File: src/rtl/core/pidaw_pkg.sv
// ----------------------------------------------------------------------------
// pidaw_pkg
// shared types and constants of the three-axis pid controller
// ----------------------------------------------------------------------------
package pidaw_pkg;

  localparam int SAMPLE_WIDTH = 16;
  localparam int AXES         = 3;
  localparam int AX_W         = 2;
  localparam int GAIN_W       = 16;
  localparam int DT_W         = 16;
  localparam int INT_W        = 32;
  localparam int DRV_W        = 16;
  localparam int CFG_IDX_W    = 3;
  localparam int CFG_W        = 64;
  localparam int MASK_W       = 3;
  // multiplier digit count: a 16-bit gain or the time step with a zero sign bit
  localparam int MUL_BW       = 17;
  // derivative magnitude clip, q.0
  localparam int DCLIP_SH     = 40;
  localparam int DERIV_W      = DCLIP_SH + 2;

  typedef enum logic [2:0] {
    ST_IDLE,
    ST_SETUP,
    ST_PHASE_A,
    ST_FIN_A,
    ST_PHASE_B,
    ST_FIN_B,
    ST_DONE
  } state_e;

  typedef enum logic {
    KIND_UPDATE = 1'b0,
    KIND_CLEAR  = 1'b1
  } kind_e;

  typedef enum logic [CFG_IDX_W-1:0] {
    REG_GAINS_PITCH  = 3'd0,
    REG_GAINS_ROLL   = 3'd1,
    REG_GAINS_YAW    = 3'd2,
    REG_LIMITS_PITCH = 3'd3,
    REG_LIMITS_ROLL  = 3'd4,
    REG_LIMITS_YAW   = 3'd5
  } reg_idx_e;

  typedef enum logic [AX_W-1:0] {
    AX_PITCH = 2'd0,
    AX_ROLL  = 2'd1,
    AX_YAW   = 2'd2
  } axis_e;

  typedef struct packed {
    logic signed [GAIN_W-1:0] neu;
    logic signed [GAIN_W-1:0] kd;
    logic signed [GAIN_W-1:0] ki;
    logic signed [GAIN_W-1:0] kp;
  } gains_t;

  typedef struct packed {
    logic signed [DRV_W-1:0] imax;
    logic signed [DRV_W-1:0] imin;
    logic signed [DRV_W-1:0] omax;
    logic signed [DRV_W-1:0] omin;
  } limits_t;

endpackage

File: src/rtl/core/pidaw_if.sv
// ----------------------------------------------------------------------------
// pidaw channel interfaces
// update request, drive result and configuration write channels
// ----------------------------------------------------------------------------
interface pidaw_upd_if #(
  parameter int SampleWidth = pidaw_pkg::SAMPLE_WIDTH
);
  logic                                valid;
  logic                                ready;
  logic                                kind;
  logic signed [SampleWidth-1:0]       setpoint_pitch;
  logic signed [SampleWidth-1:0]       setpoint_roll;
  logic signed [SampleWidth-1:0]       setpoint_yaw;
  logic signed [SampleWidth-1:0]       measure_pitch;
  logic signed [SampleWidth-1:0]       measure_roll;
  logic signed [SampleWidth-1:0]       measure_yaw;
  logic [pidaw_pkg::DT_W-1:0]          time_step;
  logic [pidaw_pkg::MASK_W-1:0]        clear_mask;

  modport source (output valid, kind, setpoint_pitch, setpoint_roll, setpoint_yaw,
                  measure_pitch, measure_roll, measure_yaw, time_step, clear_mask,
                  input ready);
  modport sink (input valid, kind, setpoint_pitch, setpoint_roll, setpoint_yaw,
                measure_pitch, measure_roll, measure_yaw, time_step, clear_mask,
                output ready);
endinterface

interface pidaw_drv_if;
  logic                                valid;
  logic                                ready;
  logic signed [pidaw_pkg::DRV_W-1:0]  drive_pitch;
  logic signed [pidaw_pkg::DRV_W-1:0]  drive_roll;
  logic signed [pidaw_pkg::DRV_W-1:0]  drive_yaw;

  modport source (output valid, drive_pitch, drive_roll, drive_yaw, input ready);
  modport sink (input valid, drive_pitch, drive_roll, drive_yaw, output ready);
endinterface

interface pidaw_cfg_if;
  logic                                valid;
  logic                                ready;
  logic [pidaw_pkg::CFG_IDX_W-1:0]     index;
  logic [pidaw_pkg::CFG_W-1:0]         data;

  modport source (output valid, index, data, input ready);
  modport sink (input valid, index, data, output ready);
endinterface

File: src/rtl/core/three_axis_pid_antiwindup.sv
// ----------------------------------------------------------------------------
// three_axis_pid_antiwindup
// three pid axes with clamped integral and conditional integration
// ----------------------------------------------------------------------------
// An update request is worked one axis at a time, pitch, roll then yaw. Each
// axis goes through a setup step, a wait on the bit-serial derivative divider
// (SAMPLE_WIDTH+17 digits; the error times time step product runs beside it),
// a step to clamp the integral, a wait on the bit-serial gain multipliers (17
// digits) and a step to sum, saturate and write back. When no derivative is
// formed (first step after a clear or a zero time step) the divider is not
// started and the first wait is on the error times time step product alone.
// After the last axis the request waits while an earlier result is still held
// in the output register. A clear request gives no result. The finished drives
// wait in an output register, so the next request is taken while the last
// result is still pending. Configuration writes are taken in every cycle.
// ----------------------------------------------------------------------------
module three_axis_pid_antiwindup #(
  parameter int SAMPLE_WIDTH = pidaw_pkg::SAMPLE_WIDTH
) (
  input  logic       clk_i,
  input  logic       rst_ni,
  pidaw_upd_if.sink  upd_i,
  pidaw_drv_if.source drv_o,
  pidaw_cfg_if.sink  cfg_i
);
  import pidaw_pkg::*;

  localparam int SW    = SAMPLE_WIDTH;
  localparam int EW    = SW + 1;
  localparam int DFW   = SW + 2;
  localparam int NW    = SW + 1 + DT_W;
  localparam int QXW   = (NW > DCLIP_SH + 1) ? NW : DCLIP_SH + 1;
  localparam int PEW   = EW + MUL_BW;
  localparam int PIW   = INT_W + MUL_BW;
  localparam int PDW   = DERIV_W + MUL_BW;
  localparam int NIW   = ((INT_W > PEW) ? INT_W : PEW) + 1;
  localparam int SUMW  = ((PDW > PEW) ? PDW : PEW) + 2;
  localparam int UW    = SUMW - 8;

  state_e state_q, state_d;

  // configuration
  logic [CFG_W-1:0] gains_q [AXES];
  logic [CFG_W-1:0] limits_q [AXES];

  // axis state
  logic signed [INT_W-1:0] integral_q [AXES];
  logic signed [EW-1:0]    last_q [AXES];
  logic [AXES-1:0]         have_q;

  // captured request
  logic signed [SW-1:0] sp_q [AXES];
  logic signed [SW-1:0] ms_q [AXES];
  logic [DT_W-1:0]      dt_q;

  // working registers
  logic [AX_W-1:0]         ax_q;
  logic signed [EW-1:0]    e_q;
  logic                    neg_q, use_d_q;
  logic signed [DRV_W-1:0] omin_q, omax_q, imin_q, imax_q, neu_q;
  gains_t                  gq;
  logic signed [INT_W-1:0] ni_q;
  logic signed [DRV_W-1:0] drv_q [AXES];

  // output register
  logic                    out_valid_q;
  logic signed [DRV_W-1:0] out_q [AXES];

  // control
  logic upd_acc, cfg_acc, out_load;
  logic mul_e_start, div_start, prod_start;
  logic mul_e_busy, mul_i_busy, mul_d_busy, div_busy;

  // setup datapath
  gains_t                  g;
  limits_t                 l;
  logic signed [DRV_W-1:0] omin_c, omax_c, imin_c, imax_c, neu_c;
  logic signed [EW-1:0]    e_c;
  logic signed [DFW-1:0]   diff_c, mag_c;
  logic                    use_d_c;
  logic [NW-1:0]           num_c;

  assign g       = gains_t'(gains_q[ax_q]);
  assign l       = limits_t'(limits_q[ax_q]);
  assign omin_c  = (l.omin > l.omax) ? l.omax : l.omin;
  assign omax_c  = (l.omin > l.omax) ? l.omin : l.omax;
  assign imin_c  = (l.imin > l.imax) ? l.imax : l.imin;
  assign imax_c  = (l.imin > l.imax) ? l.imin : l.imax;
  assign neu_c   = (g.neu < omin_c) ? omin_c : ((g.neu > omax_c) ? omax_c : g.neu);
  assign e_c     = {sp_q[ax_q][SW-1], sp_q[ax_q]} - {ms_q[ax_q][SW-1], ms_q[ax_q]};
  assign diff_c  = {e_c[EW-1], e_c} - {last_q[ax_q][EW-1], last_q[ax_q]};
  assign mag_c   = diff_c[DFW-1] ? -diff_c : diff_c;
  assign num_c   = {mag_c[SW:0], {DT_W{1'b0}}};
  assign use_d_c = have_q[ax_q] && (dt_q != '0);

  // serial units
  logic signed [EW-1:0]      mul_e_a;
  logic signed [MUL_BW-1:0]  mul_e_b;
  logic signed [PEW-1:0]     p_e;
  logic signed [PIW-1:0]     p_i;
  logic signed [PDW-1:0]     p_d;
  logic [NW-1:0]             quo;
  logic signed [INT_W-1:0]   ni_c;
  logic signed [DERIV_W-1:0] d_c;

  assign mul_e_a = (state_q == ST_SETUP) ? e_c : e_q;
  assign mul_e_b = (state_q == ST_SETUP) ? {1'b0, dt_q} : {gq.kp[GAIN_W-1], gq.kp};

  pidaw_smul #(.AW(EW)) u_mul_e (
    .clk_i   (clk_i),
    .rst_ni  (rst_ni),
    .start_i (mul_e_start || prod_start),
    .a_i     (mul_e_a),
    .b_i     (mul_e_b),
    .busy_o  (mul_e_busy),
    .p_o     (p_e)
  );

  pidaw_smul #(.AW(INT_W)) u_mul_i (
    .clk_i   (clk_i),
    .rst_ni  (rst_ni),
    .start_i (prod_start),
    .a_i     (ni_c),
    .b_i     ({gq.ki[GAIN_W-1], gq.ki}),
    .busy_o  (mul_i_busy),
    .p_o     (p_i)
  );

  pidaw_smul #(.AW(DERIV_W)) u_mul_d (
    .clk_i   (clk_i),
    .rst_ni  (rst_ni),
    .start_i (prod_start),
    .a_i     (d_c),
    .b_i     ({gq.kd[GAIN_W-1], gq.kd}),
    .busy_o  (mul_d_busy),
    .p_o     (p_d)
  );

  pidaw_sdiv #(.NW(NW)) u_div (
    .clk_i   (clk_i),
    .rst_ni  (rst_ni),
    .start_i (div_start),
    .num_i   (num_c),
    .den_i   (dt_q),
    .busy_o  (div_busy),
    .quo_o   (quo)
  );

  // integral clamp and derivative clip
  logic signed [NIW-1:0]   ni_sum, ni_lo, ni_hi;
  logic [QXW-1:0]          q_ext, q_lim;
  logic [DCLIP_SH:0]       dm;

  assign ni_sum = {{(NIW-INT_W){integral_q[ax_q][INT_W-1]}}, integral_q[ax_q]}
                + {{(NIW-PEW){p_e[PEW-1]}}, p_e};
  assign ni_lo  = {{(NIW-DRV_W-DT_W){imin_q[DRV_W-1]}}, imin_q, {DT_W{1'b0}}};
  assign ni_hi  = {{(NIW-DRV_W-DT_W){imax_q[DRV_W-1]}}, imax_q, {DT_W{1'b0}}};

  always_comb begin
    if (dt_q == '0) begin
      ni_c = integral_q[ax_q];
    end else if (ni_sum < ni_lo) begin
      ni_c = ni_lo[INT_W-1:0];
    end else if (ni_sum > ni_hi) begin
      ni_c = ni_hi[INT_W-1:0];
    end else begin
      ni_c = ni_sum[INT_W-1:0];
    end
  end

  assign q_ext = QXW'(quo);
  assign q_lim = QXW'(1) << DCLIP_SH;
  assign dm    = (q_ext > q_lim) ? q_lim[DCLIP_SH:0] : q_ext[DCLIP_SH:0];

  always_comb begin
    if (!use_d_q) begin
      d_c = '0;
    end else if (neg_q) begin
      d_c = -{1'b0, dm};
    end else begin
      d_c = {1'b0, dm};
    end
  end

  // output sum and saturation
  logic signed [SUMW-1:0]  sum_c;
  logic signed [UW-1:0]    u_c, omin_u, omax_u;
  logic signed [DRV_W-1:0] y_c;
  logic                    keep_c;

  assign sum_c = {{(SUMW-DRV_W-8){neu_q[DRV_W-1]}}, neu_q, 8'h00}
               + {{(SUMW-PEW){p_e[PEW-1]}}, p_e}
               + {{(SUMW-PIW+DT_W){p_i[PIW-1]}}, p_i[PIW-1:DT_W]}
               + {{(SUMW-PDW){p_d[PDW-1]}}, p_d}
               + SUMW'(128);
  assign u_c    = sum_c[SUMW-1:8];
  assign omin_u = {{(UW-DRV_W){omin_q[DRV_W-1]}}, omin_q};
  assign omax_u = {{(UW-DRV_W){omax_q[DRV_W-1]}}, omax_q};

  always_comb begin
    if (u_c > omax_u) begin
      y_c    = omax_q;
      keep_c = e_q[EW-1];
    end else if (u_c < omin_u) begin
      y_c    = omin_q;
      keep_c = !e_q[EW-1] && (e_q != '0);
    end else begin
      y_c    = u_c[DRV_W-1:0];
      keep_c = 1'b1;
    end
  end

  // control
  assign upd_acc = upd_i.valid && upd_i.ready;
  assign cfg_acc = cfg_i.valid && cfg_i.ready;
  assign cfg_i.ready = 1'b1;

  always_comb begin
    state_d     = state_q;
    upd_i.ready = 1'b0;
    mul_e_start = 1'b0;
    div_start   = 1'b0;
    prod_start  = 1'b0;
    out_load    = 1'b0;
    case (state_q)
      ST_IDLE: begin
        upd_i.ready = 1'b1;
        if (upd_i.valid && (kind_e'(upd_i.kind) == KIND_UPDATE)) begin
          state_d = ST_SETUP;
        end
      end
      ST_SETUP: begin
        mul_e_start = 1'b1;
        div_start   = use_d_c;
        state_d     = ST_PHASE_A;
      end
      ST_PHASE_A: begin
        if (!mul_e_busy && !div_busy) begin
          state_d = ST_FIN_A;
        end
      end
      ST_FIN_A: begin
        prod_start = 1'b1;
        state_d    = ST_PHASE_B;
      end
      ST_PHASE_B: begin
        if (!mul_e_busy && !mul_i_busy && !mul_d_busy) begin
          state_d = ST_FIN_B;
        end
      end
      ST_FIN_B: begin
        state_d = (ax_q == AX_YAW) ? ST_DONE : ST_SETUP;
      end
      ST_DONE: begin
        if (!out_valid_q || drv_o.ready) begin
          out_load = 1'b1;
          state_d  = ST_IDLE;
        end
      end
      default: state_d = ST_IDLE;
    endcase
  end

  always_ff @(posedge clk_i or negedge rst_ni) begin
    if (!rst_ni) begin
      state_q <= ST_IDLE;
    end else begin
      state_q <= state_d;
    end
  end

  // configuration registers
  always_ff @(posedge clk_i or negedge rst_ni) begin
    if (!rst_ni) begin
      for (int i = 0; i < AXES; i++) begin
        gains_q[i]  <= '0;
        limits_q[i] <= '0;
      end
    end else if (cfg_acc) begin
      case (reg_idx_e'(cfg_i.index))
        REG_GAINS_PITCH:  gains_q[AX_PITCH]  <= cfg_i.data;
        REG_GAINS_ROLL:   gains_q[AX_ROLL]   <= cfg_i.data;
        REG_GAINS_YAW:    gains_q[AX_YAW]    <= cfg_i.data;
        REG_LIMITS_PITCH: limits_q[AX_PITCH] <= cfg_i.data;
        REG_LIMITS_ROLL:  limits_q[AX_ROLL]  <= cfg_i.data;
        REG_LIMITS_YAW:   limits_q[AX_YAW]   <= cfg_i.data;
        default: ;
      endcase
    end
  end

  // axis state and sequencing
  always_ff @(posedge clk_i or negedge rst_ni) begin
    if (!rst_ni) begin
      for (int i = 0; i < AXES; i++) begin
        integral_q[i] <= '0;
        last_q[i]     <= '0;
      end
      have_q      <= '0;
      ax_q        <= AX_PITCH;
      out_valid_q <= 1'b0;
    end else begin
      if (upd_acc) begin
        ax_q <= AX_PITCH;
        if (kind_e'(upd_i.kind) == KIND_CLEAR) begin
          for (int i = 0; i < AXES; i++) begin
            if (upd_i.clear_mask[i]) begin
              integral_q[i] <= '0;
              last_q[i]     <= '0;
              have_q[i]     <= 1'b0;
            end
          end
        end
      end
      if (state_q == ST_FIN_B) begin
        if (keep_c) begin
          integral_q[ax_q] <= ni_q;
        end
        last_q[ax_q] <= e_q;
        have_q[ax_q] <= 1'b1;
        ax_q         <= ax_q + 1'b1;
      end
      if (out_load) begin
        out_valid_q <= 1'b1;
      end else if (drv_o.ready) begin
        out_valid_q <= 1'b0;
      end
    end
  end

  // payload registers
  always_ff @(posedge clk_i) begin
    if (upd_acc) begin
      sp_q[AX_PITCH] <= upd_i.setpoint_pitch;
      sp_q[AX_ROLL]  <= upd_i.setpoint_roll;
      sp_q[AX_YAW]   <= upd_i.setpoint_yaw;
      ms_q[AX_PITCH] <= upd_i.measure_pitch;
      ms_q[AX_ROLL]  <= upd_i.measure_roll;
      ms_q[AX_YAW]   <= upd_i.measure_yaw;
      dt_q           <= upd_i.time_step;
    end
    if (state_q == ST_SETUP) begin
      e_q     <= e_c;
      neg_q   <= diff_c[DFW-1];
      use_d_q <= use_d_c;
      omin_q  <= omin_c;
      omax_q  <= omax_c;
      imin_q  <= imin_c;
      imax_q  <= imax_c;
      neu_q   <= neu_c;
      gq      <= g;
    end
    if (state_q == ST_FIN_A) begin
      ni_q <= ni_c;
    end
    if (state_q == ST_FIN_B) begin
      drv_q[ax_q] <= y_c;
    end
    if (out_load) begin
      for (int i = 0; i < AXES; i++) begin
        out_q[i] <= drv_q[i];
      end
    end
  end

  assign drv_o.valid       = out_valid_q;
  assign drv_o.drive_pitch = out_q[AX_PITCH];
  assign drv_o.drive_roll  = out_q[AX_ROLL];
  assign drv_o.drive_yaw   = out_q[AX_YAW];

  a_yaw_done : assert property (@(posedge clk_i) disable iff (!rst_ni)
    (state_q == ST_FIN_B) && (ax_q == AX_YAW) |=> state_q == ST_DONE)
    else $error("last axis did not finish the request");
  a_div_idle : assert property (@(posedge clk_i) disable iff (!rst_ni)
    (state_q == ST_PHASE_B) |-> !div_busy)
    else $error("divider still busy during gain products");
  a_have_set : assert property (@(posedge clk_i) disable iff (!rst_ni)
    (state_q == ST_FIN_B) |=> have_q[$past(ax_q)])
    else $error("axis history flag not set");
  a_int_range : assert property (@(posedge clk_i) disable iff (!rst_ni)
    (state_q == ST_FIN_A) && (dt_q != '0) |=>
      ($signed(ni_q) >= $signed({imin_q, 16'h0000}))
      && ($signed(ni_q) <= $signed({imax_q, 16'h0000})))
    else $error("integral outside its limits");

endmodule

File: src/rtl/core/pidaw_smul.sv
// ----------------------------------------------------------------------------
// pidaw_smul
// bit-serial signed multiplier, one multiplier bit per cycle
// ----------------------------------------------------------------------------
module pidaw_smul #(
  parameter int AW = 17
) (
  input  logic                                   clk_i,
  input  logic                                   rst_ni,
  input  logic                                   start_i,
  input  logic signed [AW-1:0]                   a_i,
  input  logic signed [pidaw_pkg::MUL_BW-1:0]    b_i,
  output logic                                   busy_o,
  output logic signed [AW+pidaw_pkg::MUL_BW-1:0] p_o
);
  import pidaw_pkg::*;

  localparam int PW = AW + MUL_BW;
  localparam int CW = $clog2(MUL_BW + 1);

  logic signed [PW-1:0] a_q, acc_q, acc_d, addend;
  logic [MUL_BW-1:0]    b_q;
  logic [CW-1:0]        cnt_q;
  logic                 busy_q;
  logic                 last;

  assign addend = b_q[0] ? a_q : '0;
  assign last   = (cnt_q == CW'(MUL_BW - 1));
  // sign bit of the multiplier carries negative weight
  assign acc_d  = last ? (acc_q - addend) : (acc_q + addend);

  always_ff @(posedge clk_i or negedge rst_ni) begin
    if (!rst_ni) begin
      busy_q <= 1'b0;
      cnt_q  <= '0;
    end else if (start_i) begin
      busy_q <= 1'b1;
      cnt_q  <= '0;
    end else if (busy_q) begin
      cnt_q <= cnt_q + 1'b1;
      if (last) begin
        busy_q <= 1'b0;
      end
    end
  end

  always_ff @(posedge clk_i) begin
    if (start_i) begin
      a_q   <= {{MUL_BW{a_i[AW-1]}}, a_i};
      b_q   <= b_i;
      acc_q <= '0;
    end else if (busy_q) begin
      acc_q <= acc_d;
      a_q   <= a_q <<< 1;
      b_q   <= b_q >> 1;
    end
  end

  assign busy_o = busy_q;
  assign p_o    = acc_q;

  a_start_busy : assert property (@(posedge clk_i) disable iff (!rst_ni)
    start_i |=> busy_q && (cnt_q == '0))
    else $error("multiplier did not start");
  a_keep_busy : assert property (@(posedge clk_i) disable iff (!rst_ni)
    busy_q && !last && !start_i |=> busy_q)
    else $error("multiplier stopped early");
  a_stop : assert property (@(posedge clk_i) disable iff (!rst_ni)
    busy_q && last && !start_i |=> !busy_q)
    else $error("multiplier overran");

endmodule

File: src/rtl/core/pidaw_sdiv.sv
// ----------------------------------------------------------------------------
// pidaw_sdiv
// bit-serial restoring divider, one quotient bit per cycle
// ----------------------------------------------------------------------------
module pidaw_sdiv #(
  parameter int NW = 33
) (
  input  logic                         clk_i,
  input  logic                         rst_ni,
  input  logic                         start_i,
  input  logic [NW-1:0]                num_i,
  input  logic [pidaw_pkg::DT_W-1:0]   den_i,
  output logic                         busy_o,
  output logic [NW-1:0]                quo_o
);
  import pidaw_pkg::*;

  localparam int CW = $clog2(NW + 1);

  logic [NW-1:0]   q_q;
  logic [DT_W-1:0] rem_q, den_q;
  logic [DT_W:0]   trial, diff;
  logic            ge;
  logic [CW-1:0]   cnt_q;
  logic            busy_q;
  logic            last;

  assign trial = {rem_q, q_q[NW-1]};
  assign ge    = (trial >= {1'b0, den_q});
  assign diff  = trial - {1'b0, den_q};
  assign last  = (cnt_q == CW'(NW - 1));

  always_ff @(posedge clk_i or negedge rst_ni) begin
    if (!rst_ni) begin
      busy_q <= 1'b0;
      cnt_q  <= '0;
    end else if (start_i) begin
      busy_q <= 1'b1;
      cnt_q  <= '0;
    end else if (busy_q) begin
      cnt_q <= cnt_q + 1'b1;
      if (last) begin
        busy_q <= 1'b0;
      end
    end
  end

  always_ff @(posedge clk_i) begin
    if (start_i) begin
      q_q   <= num_i;
      rem_q <= '0;
      den_q <= den_i;
    end else if (busy_q) begin
      q_q   <= {q_q[NW-2:0], ge};
      rem_q <= ge ? diff[DT_W-1:0] : trial[DT_W-1:0];
    end
  end

  assign busy_o = busy_q;
  assign quo_o  = q_q;

  a_rem_below : assert property (@(posedge clk_i) disable iff (!rst_ni)
    busy_q && (den_q != '0) |-> rem_q < den_q)
    else $error("partial remainder not below divisor");
  a_start_busy : assert property (@(posedge clk_i) disable iff (!rst_ni)
    start_i |=> busy_q && (cnt_q == '0))
    else $error("divider did not start");
  a_stop : assert property (@(posedge clk_i) disable iff (!rst_ni)
    busy_q && last && !start_i |=> !busy_q)
    else $error("divider overran");

endmodule
File: src/flat_wrapper.sv
// flat-port wrapper written by rule: the top's interface ports become plain ports
module three_axis_pid_antiwindup_flat import pidaw_pkg::*;
#(
  parameter int SAMPLE_WIDTH = pidaw_pkg::SAMPLE_WIDTH
)
  (clk_i, rst_ni, upd_i_valid, upd_i_kind, upd_i_setpoint_pitch, upd_i_setpoint_roll, upd_i_setpoint_yaw, upd_i_measure_pitch, upd_i_measure_roll, upd_i_measure_yaw, upd_i_time_step, upd_i_clear_mask, upd_i_ready, drv_o_valid, drv_o_drive_pitch, drv_o_drive_roll, drv_o_drive_yaw, drv_o_ready, cfg_i_valid, cfg_i_index, cfg_i_data, cfg_i_ready);
  pidaw_upd_if upd_i_i ();
  pidaw_drv_if drv_o_i ();
  pidaw_cfg_if cfg_i_i ();
  input  logic clk_i;
  input  logic rst_ni;
  input wire logic [$bits(upd_i_i.valid)-1:0] upd_i_valid;
  input wire logic [$bits(upd_i_i.kind)-1:0] upd_i_kind;
  input wire logic [$bits(upd_i_i.setpoint_pitch)-1:0] upd_i_setpoint_pitch;
  input wire logic [$bits(upd_i_i.setpoint_roll)-1:0] upd_i_setpoint_roll;
  input wire logic [$bits(upd_i_i.setpoint_yaw)-1:0] upd_i_setpoint_yaw;
  input wire logic [$bits(upd_i_i.measure_pitch)-1:0] upd_i_measure_pitch;
  input wire logic [$bits(upd_i_i.measure_roll)-1:0] upd_i_measure_roll;
  input wire logic [$bits(upd_i_i.measure_yaw)-1:0] upd_i_measure_yaw;
  input wire logic [$bits(upd_i_i.time_step)-1:0] upd_i_time_step;
  input wire logic [$bits(upd_i_i.clear_mask)-1:0] upd_i_clear_mask;
  output wire logic [$bits(upd_i_i.ready)-1:0] upd_i_ready;
  output wire logic [$bits(drv_o_i.valid)-1:0] drv_o_valid;
  output wire logic [$bits(drv_o_i.drive_pitch)-1:0] drv_o_drive_pitch;
  output wire logic [$bits(drv_o_i.drive_roll)-1:0] drv_o_drive_roll;
  output wire logic [$bits(drv_o_i.drive_yaw)-1:0] drv_o_drive_yaw;
  input wire logic [$bits(drv_o_i.ready)-1:0] drv_o_ready;
  input wire logic [$bits(cfg_i_i.valid)-1:0] cfg_i_valid;
  input wire logic [$bits(cfg_i_i.index)-1:0] cfg_i_index;
  input wire logic [$bits(cfg_i_i.data)-1:0] cfg_i_data;
  output wire logic [$bits(cfg_i_i.ready)-1:0] cfg_i_ready;
  assign upd_i_i.valid = upd_i_valid;
  assign upd_i_i.kind = upd_i_kind;
  assign upd_i_i.setpoint_pitch = upd_i_setpoint_pitch;
  assign upd_i_i.setpoint_roll = upd_i_setpoint_roll;
  assign upd_i_i.setpoint_yaw = upd_i_setpoint_yaw;
  assign upd_i_i.measure_pitch = upd_i_measure_pitch;
  assign upd_i_i.measure_roll = upd_i_measure_roll;
  assign upd_i_i.measure_yaw = upd_i_measure_yaw;
  assign upd_i_i.time_step = upd_i_time_step;
  assign upd_i_i.clear_mask = upd_i_clear_mask;
  assign upd_i_ready = upd_i_i.ready;
  assign drv_o_valid = drv_o_i.valid;
  assign drv_o_drive_pitch = drv_o_i.drive_pitch;
  assign drv_o_drive_roll = drv_o_i.drive_roll;
  assign drv_o_drive_yaw = drv_o_i.drive_yaw;
  assign drv_o_i.ready = drv_o_ready;
  assign cfg_i_i.valid = cfg_i_valid;
  assign cfg_i_i.index = cfg_i_index;
  assign cfg_i_i.data = cfg_i_data;
  assign cfg_i_ready = cfg_i_i.ready;
  three_axis_pid_antiwindup #(.SAMPLE_WIDTH(SAMPLE_WIDTH)) u_core (.clk_i(clk_i), .rst_ni(rst_ni), .upd_i(upd_i_i), .drv_o(drv_o_i), .cfg_i(cfg_i_i));
endmodule
File: config.mk
export PLATFORM = sky130hd
export DESIGN_NAME = three_axis_pid_antiwindup_flat
export DESIGN_NICKNAME = d
export VERILOG_FILES = /design/src/rtl/core/pidaw_pkg.sv /design/src/rtl/core/pidaw_if.sv /design/src/rtl/core/three_axis_pid_antiwindup.sv /design/src/rtl/core/pidaw_smul.sv /design/src/rtl/core/pidaw_sdiv.sv /design/src/flat_wrapper.sv
export SDC_FILE = /design/constraint.sdc
export NUM_CORES = 2
export LEC_CHECK = 0
export BUFFER_PORTS_ARGS = -buffer_cell sky130_fd_sc_hd__clkbuf_2
export CORE_MARGIN = 2
export CORE_UTILIZATION = 64
export CTS_CLUSTER_DIAMETER = 30
export CTS_CLUSTER_SIZE = 28
export DETAILED_ROUTE_END_ITERATION = 16
export PLACE_DENSITY = 0.79
export SLEW_MARGIN = 20
export SYNTH_ARGS = -nofsm -noshare
export SYNTH_HDL_FRONTEND = slang
export SYNTH_SLANG_ARGS = --single-unit
File: constraint.sdc
create_clock -name clk_i -period 12.6 [get_ports clk_i]
set_clock_uncertainty 0.1 [all_clocks]
set_input_delay 0.63 -clock clk_i [delete_from_list [all_inputs] [get_ports clk_i]]
set_output_delay 0.63 -clock clk_i [all_outputs]
set_load 0.05 [all_outputs]
### Word-level counts from Yosys, hierarchy flattened

Memories as Yosys holds them, arrays and structs flattened.
Index checks and enable logic that the tools add are counted.

| storage, ports and cells | value |
|---|---|
| register bits | 1160 |
| bits in latches | 0 |
| RAM bits | 192 |
| ROM bits | 0 |
| input port bits | 188 |
| output and inout bits | 51 |
| logic and storage cells | 270 |
| memories | 4 |

| operators by class | value |
|---|---|
| add/sub/neg operators | 21 |
| $mul | 0 |
| div/mod/pow operators | 0 |
| magnitude comparators | 14 |
| equality and inequality tests | 20 |
| shift operators | 0 |
| muxes and demuxes | 123 |
| bitwise logic cells | 3 |
| reduce and logical (&&, ||, !) cells | 35 |

Memories:

| name | words | bits a word | read ports | clocked after Yosys merged registers in | wr ports | line | RTL |
|---|---|---|---|---|---|---|---|
| u_core.drv_q | 3 | 16 | 3 | 0 | 1 | three_axis_pid_antiwindup.sv:63 | `logic signed [DRV_W-1:0] drv_q [AXES];` |
| u_core.ms_q | 3 | 16 | 1 | 0 | 3 | three_axis_pid_antiwindup.sv:53 | `logic signed [SW-1:0] ms_q [AXES];` |
| u_core.out_q | 3 | 16 | 3 | 0 | 3 | three_axis_pid_antiwindup.sv:67 | `logic signed [DRV_W-1:0] out_q [AXES];` |
| u_core.sp_q | 3 | 16 | 1 | 0 | 3 | three_axis_pid_antiwindup.sv:52 | `logic signed [SW-1:0] sp_q [AXES];` |

Operator list:

| operator | number |
|---|---|
| 2-to-1 mux 96 bit | 4 |
| 2-to-1 mux 32 bit | 9 |
| binary-select mux 64 bit (select 2 bit) | 2 |
| 2-to-1 mux 64 bit | 4 |
| 2-to-1 mux 17 bit | 15 |
| 2-to-1 mux 59 bit | 4 |
| 2-to-1 mux 49 bit | 4 |
| 2-to-1 mux 51 bit | 3 |
| 2-to-1 mux 16 bit | 9 |
| 2-to-1 mux 34 bit | 4 |
| adder 61 bit | 2 |
| bitwise mux 96 bit | 1 |
| 2-to-1 mux 42 bit | 2 |
| 2-to-1 mux 33 bit | 2 |
| binary-select mux 32 bit (select 2 bit) | 1 |
| demux 32 bit (select 2 bit) | 1 |
| adder 61 x 8 -> 61 bit, second input constant | 1 |
| adder 59 bit | 1 |
| subtractor 59 bit | 1 |
| > comparator 53 x 16 -> 1 bit | 1 |
| < comparator 53 x 16 -> 1 bit | 1 |
| bitwise mux 51 bit | 1 |
| adder 49 bit | 1 |
| subtractor 49 bit | 1 |
| other kinds (53) | 141 |

### Depth between registers and ports, before layout

| logic depth | value |
|---|---|
| depth after elaboration | 10 |
| gate-level depth with buffers | 44 |
| gate-level depth less buffers | 41 |

### By module

From an unflattened synthesis, not the netlist that was laid out.

| second synthesis, totals | value |
|---|---|
| cell total of the unflattened synthesis | 8270 |
| area, all modules | 83876.7 sq um |

Modules (own cells, without submodules):

| module | times used | cells each | area an instance (sq um) | sequential area each (sq um) |
|---|---|---|---|---|
| three_axis_pid_antiwindup | 1 | 4951 | 54114.4 | 24963.9 |
| pidaw_smul at u_core.u_mul_d | 1 | 1247 | 10586.4 | 3613.5 |
| pidaw_smul at u_core.u_mul_i | 1 | 1061 | 9077.5 | 3113.0 |
| pidaw_smul at u_core.u_mul_e | 1 | 694 | 6302.3 | 2362.3 |
| pidaw_sdiv | 1 | 317 | 3796.1 | 1966.9 |

### Worst setup path before layout

No wires, ideal clock.

| timing path | value |
|---|---|
| path type | register to register |
| from | register u_core.u_mul_e.acc_q[8], in the netlist u_core.u_mul_e.p_o[8] |
| to | memory u_core.drv_q[0][10] (data pin) |
| library setup time | 283 ps |
| data arrival time | 9772 ps |
| data required time | 12217 ps |
| setup slack | 2445 ps |
| cell stages (with the launch flop) | 43 |
| path buffers | 1 |
| clock period less this slack | 10155 ps |
| cell sequence | dfxtp_1 > ha_1 > inv_1 > fa_1 > nand2b_1 > a21oi_1 > o21ai_0 > a21oi_1 > a211oi_1 > nor3_1 > a2111oi_0 > o21bai_1 > a21oi_1 > o311a_1 > a31oi_1 > fa_1 > inv_1 > ha_1 > (+7 left out) > o21ba_2 > a211o_1 > a21boi_0 > a21oi_1 > xnor2_1 > ha_1 > a21o_1 > a21o_1 > a21o_1 > a21o_1 > a21o_1 > a31oi_1 > o21ai_0 > or4_1 > nand2_1 > buf_4 > mux2i_1 > o21ai_0 |

| on the way | value |
|---|---|
| cells in the longest elaborated chain, start to end | 7 |
| elaborated cells on any way between the ends | 8 |
| those cells by class | add/sub (4); order compare (2); mux (2) |

Ends and longest elaborated chain:

| what | line | RTL |
|---|---|---|
| from (decl) | pidaw_smul.sv:21 | `logic signed [PW-1:0] a_q, acc_q, acc_d, addend;` |
| from (signal assigned) | pidaw_smul.sv:51 | `acc_q <= '0;` |
| from (signal assigned) | pidaw_smul.sv:53 | `acc_q <= acc_d;` |
| adder 24 x 34 -> 35 bit (*) | three_axis_pid_antiwindup.sv:192 | `+ {{(SUMW-PEW){p_e[PEW-1]}}, p_e}` |
| adder 61 bit (*) | three_axis_pid_antiwindup.sv:193 | `+ {{(SUMW-PIW+DT_W){p_i[PIW-1]}}, p_i[PIW-1:DT_W]}` |
| adder 61 bit (*) | three_axis_pid_antiwindup.sv:194 | `+ {{(SUMW-PDW){p_d[PDW-1]}}, p_d}` |
| adder 61 x 8 -> 61 bit (*) | three_axis_pid_antiwindup.sv:195 | `+ SUMW'(128);` |
| < comparator 53 x 16 -> 1 bit | three_axis_pid_antiwindup.sv:204 | `end else if (u_c < omin_u) begin` |
| 2-to-1 mux 16 bit | three_axis_pid_antiwindup.sv:204 |  |
| 2-to-1 mux 16 bit (*) | three_axis_pid_antiwindup.sv:201 | `if (u_c > omax_u) begin` |
| net u_core.y_c[10] | three_axis_pid_antiwindup.sv:188 | `logic signed [DRV_W-1:0] y_c;` |
| to (decl) | three_axis_pid_antiwindup.sv:63 |  |

Mark *: on every way through the listed nets, which the timed path passes. The rest lies on a longest branch.

### Worst setup path in the final report

| timing path | value |
|---|---|
| from | register u_core.u_mul_e.acc_q[18], in the netlist u_core.u_mul_e.p_o[18] |
| to | register u_core.integral_q[51] in the netlist's numbering |

| on the way | value |
|---|---|
| cells in the longest elaborated chain, start to end | 9 |
| elaborated cells on any way between the ends | 10 |
| those cells by class | add/sub (4); order compare (2); mux (4) |

Ends and longest elaborated chain:

| what | line | RTL |
|---|---|---|
| adder 24 x 34 -> 35 bit (*) | three_axis_pid_antiwindup.sv:192 |  |
| adder 61 bit (*) | three_axis_pid_antiwindup.sv:193 |  |
| adder 61 bit (*) | three_axis_pid_antiwindup.sv:194 |  |
| adder 61 x 8 -> 61 bit (*) | three_axis_pid_antiwindup.sv:195 |  |
| < comparator 53 x 16 -> 1 bit | three_axis_pid_antiwindup.sv:204 |  |
| 2-to-1 mux 1 bit | three_axis_pid_antiwindup.sv:204 |  |
| 2-to-1 mux 1 bit (*) | three_axis_pid_antiwindup.sv:201 |  |
| 2-to-1 mux 96 bit (*) | three_axis_pid_antiwindup.sv:316 | `if (keep_c) begin` |
| 2-to-1 mux 96 bit (*) | three_axis_pid_antiwindup.sv:315 | `if (state_q == ST_FIN_B) begin` |
| to (signal, indexed assignment) | three_axis_pid_antiwindup.sv:317 | `integral_q[ax_q] <= ni_q;` |
| to (decl) | three_axis_pid_antiwindup.sv:47 | `logic signed [INT_W-1:0] integral_q [AXES];` |

Every way passes the cells marked *; elsewhere a longest branch is shown, timed or not.
A chain may end at the register's enable or synchronous reset.

==> results by group <==
Clocking
  – Clk slew on worst S/H paths: 0.05 ns
  – Htree depth: 5
  – Clk Latency, worst-skew pair: 0.91 ns
  – Longest Clk Path Bufs: 4
  – CTS Buf Count: 308
  – Clock Sinks: 1,352
  – CTS root buf: clkbuf_16
  – CTS resizes: 0
  – CTS tree: built

Timing
  – Final Max Slew Viols: 0
  – Setup TNS: 0 ns
  – Worst Slack Setup Final: 1.07 ns
  – Period utilisation layout: 91.5%
  – Slew margin rel.: 20.2%
  – Final Hold Viols: 0
  – RSZ-0062 raised after global routing: false
  – Slew of the pin with the lowest slew margin: 1.18 ns
  – Final setup fails: 0
  – Max Fclk: 0.0867 GHz
  – Minimum clock period: 11.53 ns

Yosys
  – Number of distinct library cells after synthesis: 90
  – Main synth FF type: edfxtp_1
  – Avg Cell Area, Syn: 10.0 um^2
  – Post-synth EDFFs: 596
  – Syn Inst Count: 8,295
  – #FFs+latches synth: 1,352
  – Post-Synthesis Net Count: 9,134
  – Synthesized area: 0.0831 mm^2
  – FFs w/ async S/R, synth: 41.8%
  – Warnings, synthesis: 0
  – Sequential area share after synthesis: 43.2%

Worst setup path
  – Critical Path RT: 13.23 ns
  – CP Class: reg -> reg
  – CP Max Fanout: 33
  – CP startpoint kind: flop
  – R2r startpoint: u_core.u_mul_e.p_o[18]
  – Slowest stage delay, CP: 0.83 ns
  – Worst setup startpoint: u_core.u_mul_e.p_o[18]
  – Worst reg2reg path depth: 38
  – R2r setup slk: 1.07 ns
  – Reg-to-reg critical path endpoint: u_core.integral_q[51]
  – Cell mode on critical path: ha_1
  – Worst Setup End Kind: flop
  – Slowest cell on the critical path: a2111oi_1
  – Crit path DAT: 12.17 ns

Detailed routing
  – Drt first pass iters: 7
  – Vias per inst: 6.52
  – Total Routed Length: 263,000 um
  – DR iter-0 viols: 7,587
  – Routed wire length per instance: 24.6 um
  – Antenna-violating nets left: 0
  – Vias post-DR: 69,700
  – # DRC: 0

Cells and area
  – Most common cell after layout, fill and taps aside: nand2_1
  – Final nets: 9,550
  – Reg area: 0.0359 mm^2
  – Share of cells above drive strength 1: 16.0%
  – Multi-input logic area: 0.0442 mm^2
  – Area growth syn-to-layout: 17.8%
  – Layout fillers: 8,291
  – Most frequent cells in the layout: nand2_1 (918), nor2_1 (620), edfxtp_1 (596), ha_1 (585), dfrtp_1 (558)

Placed design
  – Worst slack at placement: 1.30 ns
  – RD Place Congestion: 0.993
  – Placed wire-length estimate: 169,000 um
  – Port bufs: 237

Floorplanning
  – Cell row count: 132
  – CORE AREA: 0.129 mm^2
  – Ports: 239
  – Height of the die: 364 um
  – Die Width: 364 um
  – Initial core utilization: 64.3%
  – Die area: 0.133 mm^2

Global routing
  – Global route overflow: 0
  – Antenna violations before repair: 12
  – First-pass GRT wire length: 401,000 um
  – Largest net degree at the start of global routing: 172
  – Vias in the first global route: 68,900
  – GR Util All Layers: 39.2%

Hold path
  – Hold/Removal Path Class: in -> reg
  – Worst Hold Endpoint: u_core.limits_q[184]
  – WHS Path Cells: 2
  – Hold Crit Start: cfg_i_data[56]

Outcome
  – Status: complete, no violations

Flow run
  – Max-cap violations: 0
-- state kept, by name (all words and copies together) (netlist names), 17 cells and up --
register,count
u_core.sp_q,48
u_core.ms_q,48
u_core.u_mul_d.b_q,17
u_core.u_mul_e.p_o,34
u_core.gq,48
u_core.e_q,17
u_core.u_mul_d.p_o,59
u_core.ni_q,32
u_core.last_q,51
u_core.gains_q,192
u_core.integral_q,96
u_core.u_mul_i.b_q,17
u_core.u_mul_e.a_q,34
u_core.u_mul_e.b_q,17
u_core.u_mul_i.p_o,49
u_core.u_mul_i.a_q,49
u_core.u_mul_d.a_q,59
u_core.limits_q,192
u_core.drv_q,48
u_core.out_q,48
u_core.u_div.quo_o,33
-- worst max-delay path, delay by kind of cell, from the launching register on --
family / cells / cell delay, ns
buf+inv: 2 / 0.65
simple gates: 11 / 2.23
mux: 1 / 0.38
flops: 1 / 0.34
compound gates: 19 / 5.90
fa+ha+maj: 5 / 1.78
-- routing by layer --
metal,vias up,part of all wire [%],global-route usage (%)
met1,33800,37,47.8
met3,1054,8.7,8.46
met4,6,7.1,25.3
met5,-,0.016,0
li1,30900,-,-
met2,3904,47,63.0
-- cell type report --
cell class	instances	share of cell area (%)
multi-input combinational	6136	45.2
sequential	1352	36.7
clock buffer	362	8.43
timing repair buffer	489	3.70
tap	1742	2.23
clock inverter	181	2.12
inverter	424	1.64
antenna	11	0.0281
-- cells by family after synthesis --
| kind of cell | count (synthesis) | share of synthesized area, % |
|---|---|---|
| adder cells (fa/ha/maj) | 651 | 10.4 |
| flip-flops | 1352 | 43.2 |
| other | 1 | 0.00451 |
| multiplexers | 869 | 11.1 |
| AND/OR/NAND/NOR | 2326 | 12.6 |
| buffers and inverters | 807 | 3.79 |
| XOR/XNOR | 375 | 3.95 |
| AO/OA/AOI/OAI | 1914 | 15.0 |
-- cells in the mapped netlist, types with 233 or more instances --
cell type | number | share of area (%)
nand2_1 | 923 | 4.2
nor2_1 | 623 | 2.8
edfxtp_1 | 596 | 22
ha_1 | 585 | 8.8
dfrtp_1 | 565 | 17
a21oi_1 | 524 | 3.2
o21ai_0 | 521 | 3.1
mux2i_1 | 435 | 5.2
mux2_2 | 434 | 5.9
inv_1 | 422 | 1.9
clkbuf_1 | 305 | 1.4
a21o_1 | 233 | 2.1
-- worst max path at each step --
stage,end,slack [ns],cells after the start
2_1_floorplan,u_core.drv_q[0][10],2.45,42
6_report,u_core.integral_q[51],1.07,38
3_5_place_dp,u_core.integral_q[51],1.30,40
3_3_place_gp,u_core.integral_q[86],1.43,40
5_1_grt,u_core.integral_q[45],0.41,40
4_1_cts,u_core.integral_q[45],1.15,38
-- stage by stage --
| step | hold WS (ns) | cell area, um^2 | util (%) | cells |
|---|---|---|---|---|
| after floorplan | 0.234 | 83100 | - | 8295 |
| after global placement | 0.305 | 85700 | 66.4 | 9975 |
| after detailed placement | 0.308 | 85700 | 66.4 | 9975 |
| after CTS | 0.0125 | 97700 | 75.7 | 10700 |
| after global routing | 0.0254 | 97800 | 75.7 | 10700 |
| final | 0.0416 | 97800 | 75.8 | 10700 |
-- what timing repair did --
action                    4_1_cts  5_1_grt
hold buffers                  166        0
buffers inserted                0        0
hold endpoints to repair      468        0
Power is not shown: default switching activity piles up to over one toggle a cycle in this logic, so the estimate is an artifact.
